--- config.mk ---
export PLATFORM = sky130hd
export DESIGN_NAME = pcmcv_front
export DESIGN_NICKNAME = d
export VERILOG_FILES = /design/src/rtl/core/pcmcv_pkg.sv /design/src/rtl/core/pcmcv_front.sv
export SDC_FILE = /design/constraint.sdc
export NUM_CORES = 1
export LEC_CHECK = 0
export BUFFER_PORTS_ARGS = -buffer_cell sky130_fd_sc_hd__buf_2
export CORE_MARGIN = 4
export CORE_UTILIZATION = 30
export DETAILED_ROUTE_END_ITERATION = 6
export PLACE_DENSITY = 0.57
export SLEW_MARGIN = 20
export SYNTH_ARGS = -nofsm -noshare
export SYNTH_HDL_FRONTEND = slang
export SYNTH_SLANG_ARGS = --single-unit
--- constraint.sdc ---
create_clock -name clk -period 6.8 [get_ports clk]
set_clock_uncertainty 0.1 [all_clocks]
set_input_delay 1.36 -clock clk [delete_from_list [all_inputs] [get_ports clk]]
set_output_delay 1.36 -clock clk [all_outputs]
set_load 0.01 [all_outputs]
--- src/rtl/core/pcmcv_pkg.sv ---
package pcmcv_pkg;

    localparam int EXP_W      = 13;
    localparam int SIG_W      = 53;
    localparam int PROD_W     = 77;
    localparam int CFG_IDX_W  = 3;
    localparam int CFG_DATA_W = 64;

    localparam logic [2:0] FN_I16_TO_F = 3'd0;
    localparam logic [2:0] FN_F_TO_I16 = 3'd1;
    localparam logic [2:0] FN_I24_TO_F = 3'd2;
    localparam logic [2:0] FN_F_TO_I24 = 3'd3;
    localparam logic [2:0] FN_I32_TO_F = 3'd4;
    localparam logic [2:0] FN_F_TO_I32 = 3'd5;

    localparam logic [CFG_IDX_W-1:0] REG_GAIN_FROM_I16 = 3'd0;
    localparam logic [CFG_IDX_W-1:0] REG_GAIN_FROM_I24 = 3'd1;
    localparam logic [CFG_IDX_W-1:0] REG_GAIN_FROM_I32 = 3'd2;
    localparam logic [CFG_IDX_W-1:0] REG_GAIN_TO_I24   = 3'd3;
    localparam logic [CFG_IDX_W-1:0] REG_GAIN_TO_I32   = 3'd4;

    localparam logic [31:0] GAIN_FROM_I16_RST = 32'h3800_0000;
    localparam logic [31:0] GAIN_FROM_I24_RST = 32'h3400_0000;
    localparam logic [31:0] GAIN_FROM_I32_RST = 32'h3000_0000;
    localparam logic [31:0] GAIN_TO_I24_RST   = 32'h4B00_0000;
    localparam logic [63:0] GAIN_TO_I32_RST   = 64'h41E0_0000_0000_0000;

    typedef struct packed {
        logic [2:0]  func;
        logic [31:0] sample_in;
        logic        last_in;
    } in_item_t;

    typedef struct packed {
        logic [31:0] sample_out;
        logic        last_out;
    } out_item_t;

    // unpacked operand: value = sig / 2^52 * 2^exp, sig[52] set when finite nonzero
    typedef struct packed {
        logic                    sign;
        logic                    zero;
        logic                    inf;
        logic                    nan;
        logic signed [EXP_W-1:0] exp;
        logic [SIG_W-1:0]        sig;
    } op_t;

    typedef struct packed {
        op_t g_from16;
        op_t g_from24;
        op_t g_from32;
        op_t g_to24;
        op_t g_to32;
    } gains_t;

    typedef struct packed {
        logic [2:0] func;
        logic       last;
        op_t        a;
        op_t        b;
    } front_t;

    typedef struct packed {
        logic [2:0]              func;
        logic                    last;
        logic                    sign;
        logic                    zero;
        logic                    inf;
        logic                    nan;
        logic signed [EXP_W-1:0] exp;
        logic [PROD_W-1:0]       prod;
    } mul_t;

    localparam op_t OP_32768 = '{sign: 1'b0, zero: 1'b0, inf: 1'b0, nan: 1'b0,
                                 exp: 13'sd15, sig: {1'b1, 52'h0}};
    localparam op_t OP_32767 = '{sign: 1'b0, zero: 1'b0, inf: 1'b0, nan: 1'b0,
                                 exp: 13'sd14, sig: {15'h7FFF, 38'h0}};

    function automatic logic to_float_func(input logic [2:0] f);
        return (f == FN_I16_TO_F) || (f == FN_I24_TO_F) || (f == FN_I32_TO_F);
    endfunction

    // index of highest set bit, 0 when none
    function automatic logic [5:0] msb_pos64(input logic [63:0] v);
        logic [5:0] p;
        p = '0;
        for (int i = 0; i < 64; i++)
        begin
            if (v[i])
                p = 6'(i);
        end
        return p;
    endfunction

    function automatic op_t unpack_f32(input logic [31:0] b);
        op_t        o;
        logic [7:0] e;
        logic [22:0] m;
        logic [5:0] p;
        logic [23:0] s;
        e = b[30:23];
        m = b[22:0];
        p = msb_pos64({41'b0, m});
        s = {1'b0, m} << (6'd23 - p);
        o.sign = b[31];
        o.zero = 1'b0;
        o.inf  = 1'b0;
        o.nan  = 1'b0;
        o.exp  = $signed({5'b0, e}) - 13'sd127;
        o.sig  = {1'b1, m, 29'b0};
        if (e == 8'hFF)
        begin
            o.inf = (m == '0);
            o.nan = (m != '0);
        end
        else if (e == 8'h00)
        begin
            if (m == '0)
                o.zero = 1'b1;
            else
            begin
                o.sig = {s, 29'b0};
                o.exp = $signed({7'b0, p}) - 13'sd149;
            end
        end
        return o;
    endfunction

    function automatic op_t unpack_f64(input logic [63:0] b);
        op_t         o;
        logic [10:0] e;
        logic [51:0] m;
        logic [5:0]  p;
        logic [52:0] s;
        e = b[62:52];
        m = b[51:0];
        p = msb_pos64({12'b0, m});
        s = {1'b0, m} << (6'd52 - p);
        o.sign = b[63];
        o.zero = 1'b0;
        o.inf  = 1'b0;
        o.nan  = 1'b0;
        o.exp  = $signed({2'b0, e}) - 13'sd1023;
        o.sig  = {1'b1, m};
        if (e == 11'h7FF)
        begin
            o.inf = (m == '0);
            o.nan = (m != '0);
        end
        else if (e == 11'h000)
        begin
            if (m == '0)
                o.zero = 1'b1;
            else
            begin
                o.sig = s;
                o.exp = $signed({7'b0, p}) - 13'sd1074;
            end
        end
        return o;
    endfunction

endpackage

--- src/rtl/core/pcmcv_front.sv ---
module pcmcv_front (
    input  logic                  clk,
    input  logic                  rst_n,
    input  logic                  in_valid,
    output logic                  in_ready,
    input  pcmcv_pkg::in_item_t   in_item,
    input  pcmcv_pkg::gains_t     gains,
    output logic                  out_valid,
    input  logic                  out_ready,
    output pcmcv_pkg::front_t     out_data
);
    import pcmcv_pkg::*;

    typedef struct packed {
        logic [2:0]  func;
        logic        last;
        logic        isign;
        logic [31:0] imag;
        logic [4:0]  ipos;
        logic [31:0] cbits;
        op_t         b;
    } f1_t;

    logic     v0_reg, v1_reg, v2_reg;
    logic     rdy0, rdy1, rdy2;
    in_item_t s0_reg;
    f1_t      s1_reg, s1_next;
    front_t   s2_reg, s2_next;

    logic [31:0] ival;
    logic [31:0] xs;
    logic [5:0]  pos6;
    logic [31:0] norm;
    logic [24:0] rsum;
    logic        rup;

    assign rdy2      = !v2_reg || out_ready;
    assign rdy1      = !v1_reg || rdy2;
    assign rdy0      = !v0_reg || rdy1;
    assign in_ready  = rdy0;
    assign out_valid = v2_reg;
    assign out_data  = s2_reg;

    // stage 1: integer magnitude and leading one, float clamp, gain select
    always_comb
    begin
        xs = s0_reg.sample_in;
        unique case (s0_reg.func)
            FN_I16_TO_F: ival = {{16{xs[15]}}, xs[15:0]};
            FN_I24_TO_F: ival = {{8{xs[31]}}, xs[31:8]};
            default:     ival = xs;
        endcase
        s1_next.func  = s0_reg.func;
        s1_next.last  = s0_reg.last_in;
        s1_next.isign = ival[31];
        s1_next.imag  = ival[31] ? (~ival + 32'd1) : ival;
        pos6          = msb_pos64({32'b0, s1_next.imag});
        s1_next.ipos  = pos6[4:0];
        // clamp to [-1,1]; NaN becomes +0
        if (xs[30:23] == 8'hFF && xs[22:0] != '0)
            s1_next.cbits = '0;
        else if (xs[30:0] > 31'h3F80_0000)
            s1_next.cbits = {xs[31], 31'h3F80_0000};
        else
            s1_next.cbits = xs;
        unique case (s0_reg.func)
            FN_I16_TO_F: s1_next.b = gains.g_from16;
            FN_F_TO_I16: s1_next.b = s1_next.cbits[31] ? OP_32768 : OP_32767;
            FN_I24_TO_F: s1_next.b = gains.g_from24;
            FN_F_TO_I24: s1_next.b = gains.g_to24;
            FN_I32_TO_F: s1_next.b = gains.g_from32;
            FN_F_TO_I32: s1_next.b = gains.g_to32;
            default:     s1_next.b = gains.g_from16;
        endcase
    end

    // stage 2: int to float with round to nearest even, or unpack clamped float
    always_comb
    begin
        norm = s1_reg.imag << (5'd31 - s1_reg.ipos);
        rup  = norm[7] & ((|norm[6:0]) | norm[8]);
        rsum = {1'b0, norm[31:8]} + {24'b0, rup};
        s2_next.func = s1_reg.func;
        s2_next.last = s1_reg.last;
        s2_next.b    = s1_reg.b;
        if (to_float_func(s1_reg.func))
        begin
            s2_next.a.sign = s1_reg.isign;
            s2_next.a.zero = (s1_reg.imag == '0);
            s2_next.a.inf  = 1'b0;
            s2_next.a.nan  = 1'b0;
            s2_next.a.exp  = {8'b0, s1_reg.ipos} + {12'b0, rsum[24]};
            s2_next.a.sig  = rsum[24] ? {1'b1, 52'b0} : {rsum[23:0], 29'b0};
        end
        else
            s2_next.a = unpack_f32(s1_reg.cbits);
    end

    always_ff @(posedge clk or negedge rst_n)
    begin
        if (!rst_n)
        begin
            v0_reg <= 1'b0;
            v1_reg <= 1'b0;
            v2_reg <= 1'b0;
        end
        else
        begin
            if (rdy0)
                v0_reg <= in_valid;
            if (rdy1)
                v1_reg <= v0_reg;
            if (rdy2)
                v2_reg <= v1_reg;
        end
    end

    always_ff @(posedge clk)
    begin
        if (rdy0 && in_valid)
            s0_reg <= in_item;
        if (rdy1 && v0_reg)
            s1_reg <= s1_next;
        if (rdy2 && v1_reg)
            s2_reg <= s2_next;
    end

endmodule

==> metrics.txt, run 1 <==
pin count of the biggest net entering global routing=80; internal power=between 0.004 and 0.005 W; vias per cell=around 5.5; dpl hpwl=about 62 mm; Post-synth EDFFs=~290; Initial Util=30.4%; global-route wire length before repair=approximately 120 mm; hold_ws=slightly above 0.3 ns; gr usage total=a little under a quarter; Final Cycle Share=between 70 and 80%; setup repair after global routing missed its margin=false; critical path's slowest cell=edfxtp_1; post-CTS setup repair buffer count=0; Leak=~9.2 nW; CP cell instances=inv_1 -> mux4_2 -> nor2_1 -> a32oi_1 -> nor3_2 -> nand3_1 -> o31ai_4 -> o21ai_1 -> or3_1; CP arrival=between 5 and 6 ns; H-Tree Depth=2; pre-CTS WS=between 1.5 and 2 ns; register area share after synthesis=between 40% and 50%; Top Ports=536; Routed Antenna Nets=0; Die Width=~260 µm; type of the most critical hold path=reg -> reg; Vias=between 15000 and 20000; share of the core filled with cells=37.2%; clock slew at reported path FFs=approximately 0.06 ns; Setup Total Neg Slack=0 ns; R2R depth=9; number of hold buffers added after CTS=0; drt first pass iters=6; clock power share=32.1%; CTS tree=built; crit path time final=approximately 5 ns; max_cap viols=0; Crit Path Class=reg -> reg; synthesized area=just under 20000 µm²; die area=68300 µm²; row cnt=92; FMAX=just over 0.2 GHz; Psw=~0.002 W; clk sinks=just under 300; status=completed; Max Root-Sink Buffers=3; CTS Buf Count=36; Final Hold Fails=0; flip-flop count of the largest register after layout=144; GPL Wtd Cong=between 0.9 and 1; chip height=261 µm; count of final setup violators=0; flops & latches, synth=294; Fillers=between 6000 and 7000; crit end category=flop; final non-filler cell total=3195; WL per Instance=approximately 25 µm; asr flop ratio synth=about 1%; Sw Share=between 30 and 40%; Final WS setup=roughly 1.9 ns; initial antenna violation count=17; drt initial violations=1780; Rel. slew slack=~32%; Core ar.=between 60000 and 70000 µm²; vias in the first global route=17500; Critical Path Start Type=flop; Critical Path Max Stage Delay=1.00 ns; P&R area growth vs syn=22.5%; global route overflow=0; hold depth=0; NumNets Final=~2700; Residual DRC=0; CP Max Fanout=24; Mapped Cells=roughly 1900; Ys Warns=0; Critical Path RT=roughly 7 ns; Sequential Power Share=between 40% and 50%; Resized cells post-CTS=0; layout cells sized above 1=between 30% and 40%; Skew-Pair Late Insertion Delay=about 0.54 ns; Yosys cell types=between 90 and 100; IO Port Bufs=between 500 and 600; Post-Synthesis Mean Instance Area=10.2 µm²; Synth Flop Type=edfxtp_1; root buffer cell=clkbuf_16; worst vdd ir=between 100 and 150 µV; Worst-Margin Slew=between 1 and 1.5 ns; Routed WL=80.9 mm; Final Max Tran Viols=0; placed cells=3123; PwrDens=258 nW/µm²; Logic pwr share=a little over a quarter
==> synthesized netlist by cell type (all sizes together) (5+ instances only) <==
library cell | n | area, µm²
mux2i | 95 | 951
o21a | 26 | 195
a22oi | 81 | 608
nor2b | 12 | 75.1
nand2b | 16 | 100
buf | 80 | 494
ha | 9 | 113
or2 | 11 | 68.8
mux4 | 37 | 833
a2bb2oi | 7 | 61.3
xnor2 | 32 | 280
o211ai | 15 | 113
or4 | 8 | 60.1
nor3b | 7 | 52.6
and2 | 38 | 238
a221oi | 23 | 201
nand2 | 162 | 608
a211oi | 17 | 133
nor4b | 5 | 56.3
a211o | 5 | 43.8
clkbuf | 102 | 384
nor4 | 26 | 184
nor2 | 176 | 661
o2bb2ai | 5 | 43.8
nand4 | 9 | 56.3
xor2 | 27 | 236
edfxtp | 291 | 8740
o41ai | 5 | 43.8
o21ai | 73 | 365
nor3 | 35 | 185
and3 | 15 | 93.8
o2111ai | 5 | 43.8
a31oi | 39 | 244
inv | 49 | 184
o22ai | 68 | 425
a21oi | 108 | 541
mux2 | 46 | 518
o31ai | 12 | 104
nand3 | 31 | 155
a21o | 7 | 52.6
or3 | 9 | 56.3
==> per-stage QoR <==
step                      cell area (µm²)  power, W
after floorplan                     19300   0.00349
after global placement              22400   0.00415
after detailed placement            22400   0.00415
after CTS                           23600   0.00613
after global routing                23600   0.00636
final                               23600   0.00608
==> worst paths after layout <==
check | from | to | slack [ns]
setup / recovery | s1_reg[104]$_SDFFCE_PP1P_ | out_data[118]$_DFFE_PP_ | 1.87
hold / removal | s1_reg[61]$_DFFE_PP_ | out_data[61]$_DFFE_PP_ | 0.31
setup reg to reg | s1_reg[104]$_SDFFCE_PP1P_ | out_data[118]$_DFFE_PP_ | 1.87
hold reg to reg | s1_reg[61]$_DFFE_PP_ | out_data[61]$_DFFE_PP_ | 0.31
max in group asynchronous | rst_n | v0_reg$_DFFE_PN0N_ | 5.98
min in group asynchronous | rst_n | out_valid$_DFFE_PN0P_ | 0.50
==> layer usage <==
layer	global-route usage [%]	routed length, µm	vias to the layer above
met5	0	57	-
met4	8.20	2940	10
met3	5.04	6280	165
met2	36.6	38500	891
met1	29.8	33100	8604
li1	-	-	8053
==> cells in the final DEF, fill, tap and decap left out, types with 37 or more instances in the layout <==
cell type  netlist  layout
buf_2           17     506
edfxtp_1       291     291
nor2_1         176     176
nand2_1        162     162
a21oi_1        108     106
mux2i_1         95      95
a22oi_1         81      81
o22ai_1         68      68
o21ai_0         62      62
inv_1           46      46
mux2_2          44      44
a31oi_1         39      39
mux4_2          37      37
clkbuf_16        0      37
==> logic make-up (layout without fill, tap and decap cells) <==
family                   Yosys count  in the layout  share of synthesized area (%)
buffers and inverters            233            654                           5.56
AND/OR/NAND/NOR                  571            571                           14.4
flip-flops                       294            294                           45.8
XOR/XNOR                          59             59                           2.69
adder cells (fa/ha/maj)            9              9                          0.585
AO/OA/AOI/OAI                    545            545                           19.0
multiplexers                     178            178                           12.0
other                              1             39                         0.0195
==> power by group through the flow <==
stage | Sequential [W] | Clock (W) | Combinational (W)
after floorplan | 0.00245 | 0 | 0.00103
after global placement | 0.00251 | 0 | 0.00164
after detailed placement | 0.00251 | 0 | 0.00164
after CTS | 0.00248 | 0.00201 | 0.00165
after global routing | 0.00250 | 0.00208 | 0.00178
final | 0.00248 | 0.00195 | 0.00165
==> layout make-up <==
type                    count  area [µm²]  share of cell area (%)
diodes                      9        22.5                  0.0955
clock buffers              43         968                    4.11
clock inverters            20         221                   0.939
inverters                  51         193                   0.817
multi-input cells        1392        9510                    40.4
flip-flops and latches    294        8810                    37.4
well taps                 846        1060                    4.49
repair buffers            540        2790                    11.8
==> critical path: cells and delay by family, from the launching register on <==
family                 cells  cell delay [ns]
and+or+nand+nor            4             1.32
buffers and inverters      1             0.55
AOI/OAI and AO/OA          3             1.03
muxes                      1             0.66
DFF                        1             1.00
Note: power is estimated with default switching activity, not from simulation.
==> run 2: changes to the inputs <==
--- a/config.mk
+++ b/config.mk
@@ -5,6 +5,7 @@
 export SDC_FILE = /design/constraint.sdc
 export NUM_CORES = 1
 export LEC_CHECK = 0
+export ABC_AREA = 1
 export BUFFER_PORTS_ARGS = -buffer_cell sky130_fd_sc_hd__buf_2
 export CORE_MARGIN = 4
 export CORE_UTILIZATION = 30
==> constraint.sdc (replaced) <==
create_clock -name clk -period 4.76 [get_ports clk]
set_clock_uncertainty 0.1 [all_clocks]
set_input_delay 0.952 -clock clk [delete_from_list [all_inputs] [get_ports clk]]
set_output_delay 0.952 -clock clk [all_outputs]
set_load 0.01 [all_outputs]
==> metrics.txt, run 2 <==
status=completed; flops & latches, synth=roughly 290; root buffer cell=clkbuf_16; Post-Synth XOR/XNOR Area=about 1.8%; Max Root-Sink Buffers=3; Final Max Tran Viols=0; dpl hpwl=between 60 and 70 mm; row cnt=88; hold_ws=between 0.08 and 0.09 ns; Fillers=6046; number of hold buffers added after CTS=0; final instance area=approximately 22000 µm²; Post-synth top cells=531 x nand2_1, 291 x edfxtp_1, 197 x inv_1; flip-flop count of the largest register after layout=around 140; max_cap viols=0; register area share after synthesis=about half; Critical Path Max Stage Delay=0.50 ns; Vias=roughly 17000; Initial Util=30.3%; worst vdd ir=about 240 µV; Skew-Pair Late Insertion Delay=around 0.57 ns; Top Ports=536; clock slew at reported path FFs=roughly 0.060 ns; Rel. slew slack=about a third; Routed WL=75.1 mm; CP cell instances=buf_8 -> o21ai_0 -> mux2i_1 -> o21ai_0 -> nand2_1 -> nand2_1 -> inv_1 -> nor2_1 -> inv_1 -> nor2_1 -> nand3_2 -> nor3_2 -> nand4_1 -> or2_1 -> nor3_1 -> nand4_1 -> nor2_2 -> ha_1 -> ha_1 -> nand2_1 -> a21oi_1 -> a31oi_1; GPL Wtd Cong=around 1; WL per Instance=~22 µm; area leader, netlist=edfxtp_1; IO Port Bufs=506; Area contributors post-synth=edfxtp_1 50%, nand2_1 11%, o21ai_0 4.6%, nand3_1 4.2%, inv_1 4.2%; critical path's slowest cell=edfxtp_1; Critical Path RT=4.93 ns; Compound-Gate Fraction of Synth Area=between 10% and 20%; Critical Path Start Type=flop; CP Max Fanout=28; type of the most critical hold path=in -> async; clk sinks=between 200 and 300; count leader, synth=nand2_1; Adder-Cell Fraction of Synth Area=less than 1%; synthesized area=17500 µm²; gr usage total=between 20% and 30%; Setup Total Neg Slack=0 ns; global route overflow=0; Ys Warns=0; dpl cell area=~21000 µm²; crit end category=flop; Yosys cell types=53; CTS tree=built; mux contribution to synthesized area=~1.1%; CP arrival=between 4 and 5 ns; H-Tree Depth=2; Synth Flop Type=edfxtp_1; Die Width=between 200 and 250 µm; layout cells sized above 1=about a quarter; most frequent CP cell=nand2_1; setup repair after global routing missed its margin=false; Final WS setup=0.466 ns; NumNets Final=2938; share of the core filled with cells=roughly two fifths; most frequent cells in the layout=530 x nand2_1, 506 x buf_2, 291 x edfxtp_1; die area=62200 µm²; Leak=just under 10 nW; Final Hold Fails=0; most common cell after layout, fill and taps aside=nand2_1; Crit Path Class=reg -> reg; initial antenna violation count=39; area fraction of the dominant cell type after synthesis=50.0%; vias in the first global route=between 15000 and 20000; pin count of the biggest net entering global routing=74; asr flop ratio synth=under 10%; FF/Latch Area=8810 µm²; area of the multi-input gates=approximately 7400 µm²; Final Cycle Share=90.2%; Residual DRC=0; global-route wire length before repair=roughly 110 mm; Post-Synthesis Mean Instance Area=about 8.5 µm²; P&R area growth vs syn=26.9%; drt initial violations=between 1000 and 1500; drt first pass iters=6; r2r setup slk=approximately 0.47 ns; crit path time final=approximately 4.3 ns; PwrDens=around 450 nW/µm²; Worst-Margin Slew=between 0.9 and 1 ns; Mapped Cells=2051; count of final setup violators=0; Core ar.=about 58000 µm²; Post-synth EDFFs=approximately 290; pre-CTS WS=~0.34 ns; FMAX=between 0.2 and 0.25 GHz; Routed Antenna Nets=0; vias per cell=5.10; chip height=249 µm; Simple-Gate Fraction of Synth Area=roughly a quarter; largest family of logic cells by synthesized area=simple AND/OR/NAND/NOR gates; CTS Buf Count=36
==> run 2: changes by cell type after synthesis, moves of 52 or more <==
cell,delta
nand3_1,+117
nand4_1,+70
o21ai_0,+99
mux2i_1,-76
nand2_1,+369
a21oi_1,-52
inv_1,+151
==> run 2: what timing repair did <==
action | CTS | global route
endpoints found under the setup margin | 0 | 4
gates resized for setup | 0 | 16
setup buffers | 0 | 1
==> run 2: cell type report <==
type | count | area share (%)
timing repair inverter | 1 | 0.0226
sequential | 294 | 39.8
tap | 765 | 4.32
multi-input combinational | 1440 | 33.2
timing repair buffer | 553 | 13.3
antenna | 19 | 0.214
clock inverter | 25 | 1.32
inverter | 213 | 3.67
clock buffer | 40 | 4.18
==> run 2: routing by layer <==
layer / GRT usage, % / vias to the layer above / wire, µm
met5: 0 / - / 74
li1: - / 8074 / -
met3: 4.06 / 167 / 4340
met4: 10.8 / 10 / 3770
met1: 26.8 / 8127 / 29100
met2: 40.7 / 719 / 37800
==> run 2: worst max-delay path, delay by kind of cell, from the launching register on <==
kind / cells / cell delay [ns]
adder cells (fa/ha/maj): 2 / 0.36
AO/OA/AOI/OAI: 4 / 0.83
buffers and inverters: 3 / 0.34
flip-flops: 1 / 0.50
AND/OR/NAND/NOR: 12 / 1.75
multiplexers: 1 / 0.14
==> run 2: cell families (layout without fill, tap and decap cells) <==
kind of cell    count (synthesis)  after routing
other cells                     1             49
simple gates                  977            977
fa+ha+maj                       9              9
flops                         294            294
xor+xnor                       35             35
mux                            19             19
buf+inv                       346            832
compound gates                370            370
==> run 2: stage by stage <==
stage	power, W	std cells
2_1_floorplan	0.00577	2080
3_3_place_gp	0.00712	3264
3_5_place_dp	0.00714	3264
4_1_cts	0.00999	3329
5_1_grt	0.0105	3349
6_report	0.00992	3350
==> run 2: worst paths after layout <==
path	from	end	cells past startpoint
worst max register to register	s1_reg[102]$_SDFFCE_PP1P_	out_data[127]$_DFFE_PP_	22
max in group asynchronous	rst_n	v1_reg$_DFFE_PN0P_	1
worst min register to register	s1_reg[37]$_DFFE_PP_	out_data[37]$_DFFE_PP_	0
worst max-delay path	s1_reg[102]$_SDFFCE_PP1P_	out_data[127]$_DFFE_PP_	22
min in group clk	s1_reg[37]$_DFFE_PP_	out_data[37]$_DFFE_PP_	0
worst min-delay path	rst_n	v0_reg$_DFFE_PN0N_	1
==> run 2: power by group <==
part	switching (W)	internal, W	leakage, nW
clock network	0.00116	0.00165	0.595
logic	0.00227	0.00101	6.30
registers	0.000249	0.00358	2.84
